--- config.mk ---
export PLATFORM = sky130hd
export DESIGN_NAME = matrix_multiply_core
export DESIGN_NICKNAME = d
export VERILOG_FILES = /design/src/rtl/mm_pkg.sv /design/src/rtl/mm_store.sv /design/src/rtl/mm_mac.sv /design/src/rtl/mm_seq.sv /design/src/rtl/matrix_multiply_core.sv
export SDC_FILE = /design/constraint.sdc
export NUM_CORES = 2
export LEC_CHECK = 0
export BUFFER_PORTS_ARGS = -buffer_cell sky130_fd_sc_hd__buf_2
export CORE_ASPECT_RATIO = 1.4
export CORE_UTILIZATION = 63
export CTS_CLUSTER_DIAMETER = 50
export DETAILED_ROUTE_END_ITERATION = 6
export PLACE_DENSITY = 0.88
export SETUP_SLACK_MARGIN = 0.1
export SLEW_MARGIN = 20
export SYNTH_ARGS = -nofsm -noshare
export SYNTH_HDL_FRONTEND = slang
export SYNTH_SLANG_ARGS = --single-unit
--- constraint.sdc ---
create_clock -name clk_i -period 8.5 [get_ports clk_i]
set_input_delay 1.7 -clock clk_i [delete_from_list [all_inputs] [get_ports clk_i]]
set_output_delay 1.7 -clock clk_i [all_outputs]
set_load 0.01 [all_outputs]
--- src/rtl/mm_pkg.sv ---
// Shared types, constants and helper functions for the matrix multiply core.
// Used by mm_store, mm_mac, mm_seq and matrix_multiply_core; depends on nothing.
`default_nettype none

package mm_pkg;

  // Store geometry and element format.
  localparam int MAX_DIM    = 8;
  localparam int ELEM_WIDTH = 16;

  localparam int IDX_W   = $clog2(MAX_DIM);
  localparam int DIM_W   = $clog2(MAX_DIM + 1);
  localparam int DEPTH   = MAX_DIM * MAX_DIM;
  localparam int ADDR_W  = $clog2(DEPTH);
  localparam int PROD_W  = 2 * ELEM_WIDTH;

  // Fixed field widths of the stream items.
  localparam int OP_W        = 2;
  localparam int FIELD_IDX_W = 3;
  localparam int VALUE_W     = 16;
  localparam int ACC_W       = 35;
  localparam int IN_TDATA_W  = 24;
  localparam int OUT_TDATA_W = 48;

  // Configuration port.
  localparam int CFG_W     = 4;
  localparam int CFG_IDX_W = 2;
  localparam logic [CFG_IDX_W-1:0] CFG_ROWS_A    = 2'd0;
  localparam logic [CFG_IDX_W-1:0] CFG_INNER_DIM = 2'd1;
  localparam logic [CFG_IDX_W-1:0] CFG_COLS_B    = 2'd2;
  localparam logic [CFG_W-1:0]     CFG_DIM_RESET = 4'd8;

  // Operation codes carried in the input tuser.
  typedef enum logic [OP_W-1:0] {
    OP_LOAD_A   = 2'd0,
    OP_LOAD_B   = 2'd1,
    OP_MULTIPLY = 2'd2
  } op_e;

  // Write request into the element stores.
  typedef struct packed {
    logic                         we_a;
    logic                         we_b;
    logic [ADDR_W-1:0]            addr;
    logic signed [ELEM_WIDTH-1:0] data;
  } mm_wr_t;

  // Control that travels alongside one pair of operands into the MAC.
  typedef struct packed {
    logic valid;
    logic first;
    logic last;
  } mm_mac_ctrl_t;

  // A dimension register of zero acts as one, a value above MAX_DIM as MAX_DIM.
  function automatic logic [DIM_W-1:0] clamp_dim(input logic [CFG_W-1:0] d);
    logic [DIM_W-1:0] r;
    if (d == '0) begin
      r = DIM_W'(1);
    end else if (d > CFG_W'(MAX_DIM)) begin
      r = DIM_W'(MAX_DIM);
    end else begin
      r = DIM_W'(d);
    end
    return r;
  endfunction

  // Row-major address of an element inside a store.
  function automatic logic [ADDR_W-1:0] elem_addr(input logic [IDX_W-1:0] row,
                                                  input logic [IDX_W-1:0] col);
    return ADDR_W'(ADDR_W'(row) * ADDR_W'(MAX_DIM)) + ADDR_W'(col);
  endfunction

  // Fit the incoming Q8.8 value to the element width, keeping the sign.
  function automatic logic signed [ELEM_WIDTH-1:0] to_elem(
      input logic signed [VALUE_W-1:0] v);
    return ELEM_WIDTH'(v);
  endfunction

endpackage

`default_nettype wire

--- src/rtl/mm_store.sv ---
// Element stores for matrices A and B: one write port and one registered read
// port each. Depends on mm_pkg.
`default_nettype none

module mm_store (
  input  wire logic                                      clk_i,
  input  wire mm_pkg::mm_wr_t                            wr_i,
  input  wire logic [mm_pkg::ADDR_W-1:0]                 rd_addr_a_i,
  input  wire logic [mm_pkg::ADDR_W-1:0]                 rd_addr_b_i,
  output logic signed [mm_pkg::ELEM_WIDTH-1:0]           rd_data_a_o,
  output logic signed [mm_pkg::ELEM_WIDTH-1:0]           rd_data_b_o
);

  logic signed [mm_pkg::ELEM_WIDTH-1:0] mem_a [mm_pkg::DEPTH];
  logic signed [mm_pkg::ELEM_WIDTH-1:0] mem_b [mm_pkg::DEPTH];
  logic signed [mm_pkg::ELEM_WIDTH-1:0] rd_a_q;
  logic signed [mm_pkg::ELEM_WIDTH-1:0] rd_b_q;

  // Store A: write, then registered read.
  always_ff @(posedge clk_i) begin
    if (wr_i.we_a) begin
      mem_a[wr_i.addr] <= wr_i.data;
    end
    rd_a_q <= mem_a[rd_addr_a_i];
  end

  // Store B: write, then registered read.
  always_ff @(posedge clk_i) begin
    if (wr_i.we_b) begin
      mem_b[wr_i.addr] <= wr_i.data;
    end
    rd_b_q <= mem_b[rd_addr_b_i];
  end

  assign rd_data_a_o = rd_a_q;
  assign rd_data_b_o = rd_b_q;

endmodule

`default_nettype wire

--- src/rtl/mm_mac.sv ---
// Two-stage multiply-accumulate unit: a registered product, then a registered
// running sum that restarts on the first pair of each element. Depends on mm_pkg.
`default_nettype none

module mm_mac (
  input  wire logic                                  clk_i,
  input  wire logic                                  rst_ni,
  input  wire mm_pkg::mm_mac_ctrl_t                  ctrl_i,
  input  wire logic signed [mm_pkg::ELEM_WIDTH-1:0]  a_i,
  input  wire logic signed [mm_pkg::ELEM_WIDTH-1:0]  b_i,
  output logic                                       done_o,
  output logic signed [mm_pkg::ACC_W-1:0]            acc_o
);

  logic signed [mm_pkg::PROD_W-1:0] prod_q;
  logic signed [mm_pkg::ACC_W-1:0]  acc_q;
  mm_pkg::mm_mac_ctrl_t             ctrl_q;
  logic                             done_q;

  // Control pipeline follows the operands through both stages.
  always_ff @(posedge clk_i or negedge rst_ni) begin
    if (!rst_ni) begin
      ctrl_q <= '0;
      done_q <= 1'b0;
    end else begin
      ctrl_q <= ctrl_i;
      done_q <= ctrl_q.valid && ctrl_q.last;
    end
  end

  // Product stage, then the accumulate stage.
  always_ff @(posedge clk_i) begin
    prod_q <= a_i * b_i;
    if (ctrl_q.valid) begin
      if (ctrl_q.first) begin
        acc_q <= mm_pkg::ACC_W'(prod_q);
      end else begin
        acc_q <= acc_q + mm_pkg::ACC_W'(prod_q);
      end
    end
  end

  assign done_o = done_q;
  assign acc_o  = acc_q;

  // A finished sum follows the last pair of an element through the control and done registers.
  assert property (@(posedge clk_i) disable iff (!rst_ni)
    (ctrl_i.valid && ctrl_i.last) |-> ##2 done_q)
    else $error("mm_mac: done did not follow the last operand pair");

  // No sum completes without a preceding last pair.
  assert property (@(posedge clk_i) disable iff (!rst_ni)
    $rose(done_q) |-> $past(ctrl_i.valid && ctrl_i.last, 2))
    else $error("mm_mac: done without a last operand pair");

endmodule

`default_nettype wire

--- src/rtl/mm_seq.sv ---
// Sequencer: takes load and multiply items, walks the product indices, issues
// store reads to the MAC and holds the output register. Depends on mm_pkg.
`default_nettype none

module mm_seq (
  input  wire logic                                  clk_i,
  input  wire logic                                  rst_ni,
  // Configuration writes
  input  wire logic                                  cfg_we_i,
  input  wire logic [mm_pkg::CFG_IDX_W-1:0]          cfg_index_i,
  input  wire logic [mm_pkg::CFG_W-1:0]              cfg_data_i,
  // Input items
  input  wire logic                                  in_valid_i,
  output logic                                       in_ready_o,
  input  wire logic [mm_pkg::OP_W-1:0]               in_op_i,
  input  wire logic [mm_pkg::FIELD_IDX_W-1:0]        in_row_i,
  input  wire logic [mm_pkg::FIELD_IDX_W-1:0]        in_col_i,
  input  wire logic signed [mm_pkg::VALUE_W-1:0]     in_value_i,
  // Store access
  output mm_pkg::mm_wr_t                             wr_o,
  output logic [mm_pkg::ADDR_W-1:0]                  rd_addr_a_o,
  output logic [mm_pkg::ADDR_W-1:0]                  rd_addr_b_o,
  // MAC
  output mm_pkg::mm_mac_ctrl_t                       mac_ctrl_o,
  input  wire logic                                  mac_done_i,
  input  wire logic signed [mm_pkg::ACC_W-1:0]       mac_acc_i,
  // Result items
  output logic                                       out_valid_o,
  input  wire logic                                  out_ready_i,
  output logic [mm_pkg::FIELD_IDX_W-1:0]             out_row_o,
  output logic [mm_pkg::FIELD_IDX_W-1:0]             out_col_o,
  output logic signed [mm_pkg::ACC_W-1:0]            out_value_o,
  output logic                                       out_last_o
);

  typedef enum logic [1:0] {
    ST_IDLE,
    ST_RUN,
    ST_DRAIN,
    ST_PUSH
  } state_e;

  state_e                            state_q;
  logic [mm_pkg::CFG_W-1:0]          rows_a_q, inner_dim_q, cols_b_q;
  logic [mm_pkg::DIM_W-1:0]          nr_q, nk_q, nc_q;
  logic [mm_pkg::IDX_W-1:0]          i_q, j_q, k_q;
  mm_pkg::mm_mac_ctrl_t              rd_ctrl_q;
  logic                              out_valid_q;
  logic [mm_pkg::FIELD_IDX_W-1:0]    out_row_q, out_col_q;
  logic signed [mm_pkg::ACC_W-1:0]   out_value_q;
  logic                              out_last_q;

  logic in_xfer;
  logic in_in_range;
  logic k_last, j_last, i_last;
  logic out_free;

  assign in_ready_o  = (state_q == ST_IDLE);
  assign in_xfer     = in_valid_i && in_ready_o;
  assign in_in_range =
    ((mm_pkg::FIELD_IDX_W + 1)'(in_row_i) < (mm_pkg::FIELD_IDX_W + 1)'(mm_pkg::MAX_DIM)) &&
    ((mm_pkg::FIELD_IDX_W + 1)'(in_col_i) < (mm_pkg::FIELD_IDX_W + 1)'(mm_pkg::MAX_DIM));

  assign k_last   = (mm_pkg::DIM_W'(k_q) == nk_q - mm_pkg::DIM_W'(1));
  assign j_last   = (mm_pkg::DIM_W'(j_q) == nc_q - mm_pkg::DIM_W'(1));
  assign i_last   = (mm_pkg::DIM_W'(i_q) == nr_q - mm_pkg::DIM_W'(1));
  assign out_free = !out_valid_q || out_ready_i;

  // Element writes go straight to the stores during a load transfer.
  always_comb begin
    wr_o      = '0;
    wr_o.addr = mm_pkg::elem_addr(in_row_i[mm_pkg::IDX_W-1:0],
                                  in_col_i[mm_pkg::IDX_W-1:0]);
    wr_o.data = mm_pkg::to_elem(in_value_i);
    if (in_xfer && in_in_range) begin
      case (mm_pkg::op_e'(in_op_i))
        mm_pkg::OP_LOAD_A: wr_o.we_a = 1'b1;
        mm_pkg::OP_LOAD_B: wr_o.we_b = 1'b1;
        default:           wr_o      = wr_o;
      endcase
    end
  end

  // Operand addresses: A[i][k] and B[k][j].
  assign rd_addr_a_o = mm_pkg::elem_addr(i_q, k_q);
  assign rd_addr_b_o = mm_pkg::elem_addr(k_q, j_q);

  // State, index counters, dimension registers and the output register.
  always_ff @(posedge clk_i or negedge rst_ni) begin
    if (!rst_ni) begin
      state_q     <= ST_IDLE;
      rows_a_q    <= mm_pkg::CFG_DIM_RESET;
      inner_dim_q <= mm_pkg::CFG_DIM_RESET;
      cols_b_q    <= mm_pkg::CFG_DIM_RESET;
      nr_q        <= '0;
      nk_q        <= '0;
      nc_q        <= '0;
      i_q         <= '0;
      j_q         <= '0;
      k_q         <= '0;
      rd_ctrl_q   <= '0;
      out_valid_q <= 1'b0;
      out_row_q   <= '0;
      out_col_q   <= '0;
      out_value_q <= '0;
      out_last_q  <= 1'b0;
    end else begin
      // Configuration registers.
      if (cfg_we_i) begin
        case (cfg_index_i)
          mm_pkg::CFG_ROWS_A:    rows_a_q    <= cfg_data_i;
          mm_pkg::CFG_INNER_DIM: inner_dim_q <= cfg_data_i;
          mm_pkg::CFG_COLS_B:    cols_b_q    <= cfg_data_i;
          default:               rows_a_q    <= rows_a_q;
        endcase
      end

      // The output register empties on a transfer; the push state refills it itself.
      if (out_valid_q && out_ready_i && (state_q != ST_PUSH)) begin
        out_valid_q <= 1'b0;
      end

      if (state_q != ST_RUN) begin
        rd_ctrl_q <= '0;
      end

      case (state_q)
        ST_IDLE: begin
          if (in_xfer && (mm_pkg::op_e'(in_op_i) == mm_pkg::OP_MULTIPLY)) begin
            nr_q    <= mm_pkg::clamp_dim(rows_a_q);
            nk_q    <= mm_pkg::clamp_dim(inner_dim_q);
            nc_q    <= mm_pkg::clamp_dim(cols_b_q);
            i_q     <= '0;
            j_q     <= '0;
            k_q     <= '0;
            state_q <= ST_RUN;
          end
        end
        ST_RUN: begin
          // One operand pair per cycle; read data lines up with rd_ctrl_q.
          // Fields from the top: valid, first, last.
          rd_ctrl_q <= {1'b1, (k_q == '0), k_last};
          if (k_last) begin
            k_q     <= '0;
            state_q <= ST_DRAIN;
          end else begin
            k_q <= k_q + mm_pkg::IDX_W'(1);
          end
        end
        ST_DRAIN: begin
          if (mac_done_i) begin
            state_q <= ST_PUSH;
          end
        end
        ST_PUSH: begin
          if (out_free) begin
            out_valid_q <= 1'b1;
            out_row_q   <= mm_pkg::FIELD_IDX_W'(i_q);
            out_col_q   <= mm_pkg::FIELD_IDX_W'(j_q);
            out_value_q <= mac_acc_i;
            out_last_q  <= i_last && j_last;
            if (j_last) begin
              j_q <= '0;
              if (i_last) begin
                state_q <= ST_IDLE;
              end else begin
                i_q     <= i_q + mm_pkg::IDX_W'(1);
                state_q <= ST_RUN;
              end
            end else begin
              j_q     <= j_q + mm_pkg::IDX_W'(1);
              state_q <= ST_RUN;
            end
          end
        end
        default: begin
          state_q <= ST_IDLE;
        end
      endcase
    end
  end

  assign mac_ctrl_o  = rd_ctrl_q;
  assign out_valid_o = out_valid_q;
  assign out_row_o   = out_row_q;
  assign out_col_o   = out_col_q;
  assign out_value_o = out_value_q;
  assign out_last_o  = out_last_q;

  // The MAC only finishes an element while the sequencer waits for it.
  assert property (@(posedge clk_i) disable iff (!rst_ni)
    mac_done_i |-> (state_q == ST_DRAIN))
    else $error("mm_seq: MAC result arrived outside the drain state");

  // Stores are written only while no multiply is in progress.
  assert property (@(posedge clk_i) disable iff (!rst_ni)
    (wr_o.we_a || wr_o.we_b) |-> (state_q == ST_IDLE))
    else $error("mm_seq: store write during a multiply");

  // The inner index stays inside the inner dimension while reading operands.
  assert property (@(posedge clk_i) disable iff (!rst_ni)
    (state_q == ST_RUN) |-> (mm_pkg::DIM_W'(k_q) < nk_q))
    else $error("mm_seq: inner index out of range");

  // A result handed to a free output register is presented next cycle.
  assert property (@(posedge clk_i) disable iff (!rst_ni)
    ((state_q == ST_PUSH) && out_free) |=> out_valid_q)
    else $error("mm_seq: result lost when loading the output register");

  // A last result returns the sequencer to idle.
  assert property (@(posedge clk_i) disable iff (!rst_ni)
    ((state_q == ST_PUSH) && out_free && i_last && j_last) |=> (state_q == ST_IDLE))
    else $error("mm_seq: sequencer did not finish after the last element");

endmodule

`default_nettype wire

--- src/rtl/matrix_multiply_core.sv ---
// Top level of the fixed-point matrix multiply core: stream ports, the
// configuration port, and the sequencer, stores and MAC. Depends on mm_pkg.
`default_nettype none

// A load transfer (tuser 0 for A, 1 for B) writes one Q8.8 element; row or
// column indices beyond the store are dropped. A multiply transfer (tuser 2)
// emits rows_a x cols_b Q19.16 results in row-major order with tlast on the
// final one. Each result reads its operand pairs from the two element
// memories into the single multiply-accumulate unit, then passes through the
// memory read, product and accumulate stages, then the load into the output
// register. Back-pressure on the output stretches a multiply. Dimension
// registers of zero act as one, values above eight as eight. Input is not
// taken while a multiply runs; the final result may still wait in the output
// register while the next item is taken. Elements read by a multiply must have
// been loaded since reset.

module matrix_multiply_core (
  input  wire logic                                  clk_i,
  input  wire logic                                  rst_ni,
  // Configuration port
  input  wire logic                                  cfg_we_i,
  input  wire logic [mm_pkg::CFG_IDX_W-1:0]          cfg_index_i,
  input  wire logic [mm_pkg::CFG_W-1:0]              cfg_data_i,
  // Input stream
  input  wire logic                                  s_axis_tvalid,
  output logic                                       s_axis_tready,
  // tdata: row_index [2:0], col_index [5:3], value [21:6], zero [23:22]
  input  wire logic [mm_pkg::IN_TDATA_W-1:0]         s_axis_tdata,
  // tuser: operation [1:0]
  input  wire logic [mm_pkg::OP_W-1:0]               s_axis_tuser,
  // Output stream
  output logic                                       m_axis_tvalid,
  input  wire logic                                  m_axis_tready,
  // tdata: result_row [2:0], result_col [5:3], product_value [40:6], zero [47:41]
  output logic [mm_pkg::OUT_TDATA_W-1:0]             m_axis_tdata,
  output logic                                       m_axis_tlast
);

  localparam int ColLsb   = mm_pkg::FIELD_IDX_W;
  localparam int ValueLsb = 2 * mm_pkg::FIELD_IDX_W;
  localparam int PadW     = mm_pkg::OUT_TDATA_W - ValueLsb - mm_pkg::ACC_W;

  mm_pkg::mm_wr_t                         wr;
  logic [mm_pkg::ADDR_W-1:0]              rd_addr_a, rd_addr_b;
  logic signed [mm_pkg::ELEM_WIDTH-1:0]   rd_data_a, rd_data_b;
  mm_pkg::mm_mac_ctrl_t                   mac_ctrl;
  logic                                   mac_done;
  logic signed [mm_pkg::ACC_W-1:0]        mac_acc;
  logic [mm_pkg::FIELD_IDX_W-1:0]         out_row, out_col;
  logic signed [mm_pkg::ACC_W-1:0]        out_value;

  mm_seq u_seq (
    .clk_i       (clk_i),
    .rst_ni      (rst_ni),
    .cfg_we_i    (cfg_we_i),
    .cfg_index_i (cfg_index_i),
    .cfg_data_i  (cfg_data_i),
    .in_valid_i  (s_axis_tvalid),
    .in_ready_o  (s_axis_tready),
    .in_op_i     (s_axis_tuser),
    .in_row_i    (s_axis_tdata[ColLsb-1:0]),
    .in_col_i    (s_axis_tdata[ValueLsb-1:ColLsb]),
    .in_value_i  (s_axis_tdata[ValueLsb+mm_pkg::VALUE_W-1:ValueLsb]),
    .wr_o        (wr),
    .rd_addr_a_o (rd_addr_a),
    .rd_addr_b_o (rd_addr_b),
    .mac_ctrl_o  (mac_ctrl),
    .mac_done_i  (mac_done),
    .mac_acc_i   (mac_acc),
    .out_valid_o (m_axis_tvalid),
    .out_ready_i (m_axis_tready),
    .out_row_o   (out_row),
    .out_col_o   (out_col),
    .out_value_o (out_value),
    .out_last_o  (m_axis_tlast)
  );

  mm_store u_store (
    .clk_i       (clk_i),
    .wr_i        (wr),
    .rd_addr_a_i (rd_addr_a),
    .rd_addr_b_i (rd_addr_b),
    .rd_data_a_o (rd_data_a),
    .rd_data_b_o (rd_data_b)
  );

  mm_mac u_mac (
    .clk_i  (clk_i),
    .rst_ni (rst_ni),
    .ctrl_i (mac_ctrl),
    .a_i    (rd_data_a),
    .b_i    (rd_data_b),
    .done_o (mac_done),
    .acc_o  (mac_acc)
  );

  // Result fields packed from the lowest bit up.
  assign m_axis_tdata = {{PadW{1'b0}}, out_value, out_col, out_row};

endmodule

`default_nettype wire
==> reports/results.ini <==
[outcome]
outcome = finished, violations left
violations = DRC

[final_layout]
drive_gt1_share_pct = 24.6
final_util_pct = 70.0
nets = 5455
syn2layout_area_growth_pct = 9.89
instances_no_fill = 7155
fillers = 7845

[power_and_ir_drop]
ir_worst_vdd_uv = 249
p_seq_share_pct = 57.1
p_int_mw = 16.8
powerDensity_nw_per_um2 = 200
comb_power_share_pct = 1.2
pwr-share-clk_pct = 41.7
leakagePower_nw = 35.4
swShare_pct = 20.4
switching_power_mw = 4.29

[placement]
gp_congestion = 0.847
dp.cells = 6792
dpl.hpwl_um = 145000
io_buffers = 78

[routing]
wl_per_cell_um = 36.3
firstDrtPassIters = 7
ant_nets = 0
vias = 51700
viasPerCell = 7.22
drc = 2
drtIter0Drc = 8210
wl_um = 260000

[clock_tree]
numCtsBuffers = 189
hold_buffers = 0
cts_buffer_depth = 3
cts_root_buf = clkbuf_16
post_cts_buffers = 0
cts_tree = yes
insertion_delay_ps = 860
cts_resized = 0
h-tree-depth = 4
path_clk_slew_ps = 80
clock_sinks = 2232

[setup_path]
r2r_slack_ps = 1680
worst-path-buf-inv = 5
required_ps = 9270
worst-path-max-fanout = 16
crit_path_end_kind = register
r2r_cells = 23
crit_family = adder cells
worst_setup_path_start_kind = register
worstPathArrival_ps = 7590
slowest_stage = fa_1
crit_chain = nand2_1 > inv_1 > fa_1 > inv_1 > fa_1 > inv_1 > fa_1 > inv_1 > fa_1 > fa_1 > fa_1 > inv_1 > ha_1 > a21o_1 > a21o_1 > a21o_1 > a21oi_1 > a31oi_1 > a31o_2 > o41ai_4 > o2111ai_1 > a21oi_1 > xnor2_1
slowest_delay_ps = 580
critical_path_class = register to register
reg2reg_from = u_store.rd_data_a_o[15]
r2r_end = u_mac.prod_q[31]
crit_start = u_store.rd_data_a_o[15]
crit_top_cell = fa_1

[logic_synthesis]
synth_edf_count = 2083
synth_area_leaders = edfxtp_1 (65%), mux4_2 (16%), fa_1 (5.5%)
yosysSeqAreaShare_pct = 68.9
synth_flop_cell = edfxtp_1
ys_ff_latch = 2232
synth_top_cell_by_area = edfxtp_1
yosysTopAreaCellShare_pct = 65.3
async_reset_ff_share_pct = 3.81
synth.distinct_cells = 71
yosysMostFrequentCell = edfxtp_1
postSynthAreaPerCell_um2 = 19.9
yosysWarnings = 0
synth_common_cells = edfxtp_1 (2083), mux4_2 (672), inv_1 (331)
synth_cells = 4813
synth_area_um2 = 95800

[global_route]
grt_pass1_vias = 52500
grt.overflow.total = 0
grt_max_degree = 169
grt_usage_pct = 34.5
antenna_found_initial = 47
grt_pass1_wl_um = 376000

[floorplanning]
die_x_um = 332
start_util_pct = 63.7
die_area_um2 = 154000
die_y_um = 463
fp.coreArea_um2 = 150000
io_pins = 88
rows = 168

[min_path]
hold_end = u_mac.ctrl_q[0]
hold_depth = 0
worstHoldStart = u_seq.mac_ctrl_o[0]
hold_class = register to register

[timing]
slew_headroom_pct = 21.7
hold_viol_final = 0
fin_hold_ws_ps = 358
tns_ps = 0
fin_crit_sh_pct = 80.3
setup_viol = 0
rsz0062_at_grt = false
fin_skew_ps = 32.2
finalMaxSlewViolations = 0
worstMarginPinSlew_ps = 1170
finalCriticalPeriod_ps = 6820
fmax_ghz = 0.147

[run]
drv_cap = 0

==> layer usage <==
layer  track usage (%)  up-vias  wire [um]
met5                 0        -        364
met4              18.2       54      17000
met3              9.54     1166      30600
met2              56.7     4768     129000
met1              42.1    26400      82800
li1                  -    19200          -
==> through the flow <==
step                total power [mW]  area [um2]  worst slack [ps]
CTS                             21.1      105000              1740
global route                    21.4      105000              1450
global placement                12.4       99100              1960
detailed placement              12.5       99100              1830
floorplan                       12.3       95800              2440
finish                          21.1      105000              1680
==> state kept, by name (all words and copies together), names as in the netlist, 4 cells and up <==
signal               count
u_seq.rows_a_q           4
u_seq.nr_q               4
u_seq.nk_q               4
u_store.mem_b         1024
u_mac.prod_q            32
u_store.mem_a         1024
u_store.rd_data_a_o     16
u_seq.nc_q               4
u_seq.cols_b_q           4
u_seq.inner_dim_q        4
u_store.rd_data_b_o     16
u_seq.out_value_o       35
u_mac.acc_o             35
==> cell type report <==
class	instances	area [um2]	area share, %
flip-flops and latches	2232	66000	62.7
multi-input cells	2033	27700	26.4
clock buffers	252	5210	4.95
well taps	1955	2450	2.32
repair buffers	240	1700	1.62
inverters	332	1250	1.19
clock inverters	95	863	0.820
diodes	16	40.0	0.0380
==> cell usage in the layout (no fill, tap or decap), types with 18 or more instances in the layout <==
master,count
nand3_1,18
ha_1,127
buf_4,174
o21ai_0,62
nor2_1,171
and2_1,117
clkbuf_1,48
inv_1,330
clkinv_1,42
nand2_1,209
xnor2_1,50
mux4_2,672
a21o_1,24
a21oi_1,46
xor2_1,23
dfxtp_1,64
edfxtp_1,2083
dfrtp_1,73
clkinv_2,29
clkbuf_16,197
buf_2,61
nand2b_1,25
mux2_2,60
fa_1,263
==> worst max path at each step <==
stage / endpoint / cells after the start / slack (ps)
2_1_floorplan: u_mac.prod_q[31] / 24 / 2440
3_3_place_gp: u_mac.prod_q[31] / 23 / 1960
3_5_place_dp: u_mac.prod_q[30] / 21 / 1830
4_1_cts: u_mac.prod_q[31] / 23 / 1740
5_1_grt: u_mac.prod_q[31] / 23 / 1450
6_report: u_mac.prod_q[31] / 23 / 1680
==> kinds of logic (layout without fill, tap and decap cells) <==
| logic type | after synthesis | after routing | share of synthesized area (%) |
|---|---|---|---|
| other | 1 | 23 | 0.00392 |
| adder cells (fa/ha/maj) | 390 | 390 | 7.16 |
| buffers and inverters | 554 | 919 | 2.23 |
| XOR/XNOR | 73 | 73 | 0.668 |
| AO/OA/AOI/OAI | 213 | 213 | 1.52 |
| AND/OR/NAND/NOR | 616 | 616 | 3.01 |
| flip-flops | 2232 | 2232 | 68.9 |
| multiplexers | 734 | 734 | 16.5 |
==> power groups by stage <==
stage	Sequential [mW]	Clock (mW)	Combinational (mW)
finish	12.0	8.79	0.250
global route	12.0	9.18	0.255
CTS	12.0	8.81	0.240
detailed placement	12.3	0	0.228
global placement	12.3	0	0.194
floorplan	12.3	0	0.0324
Power figures use the tool's default switching activity.
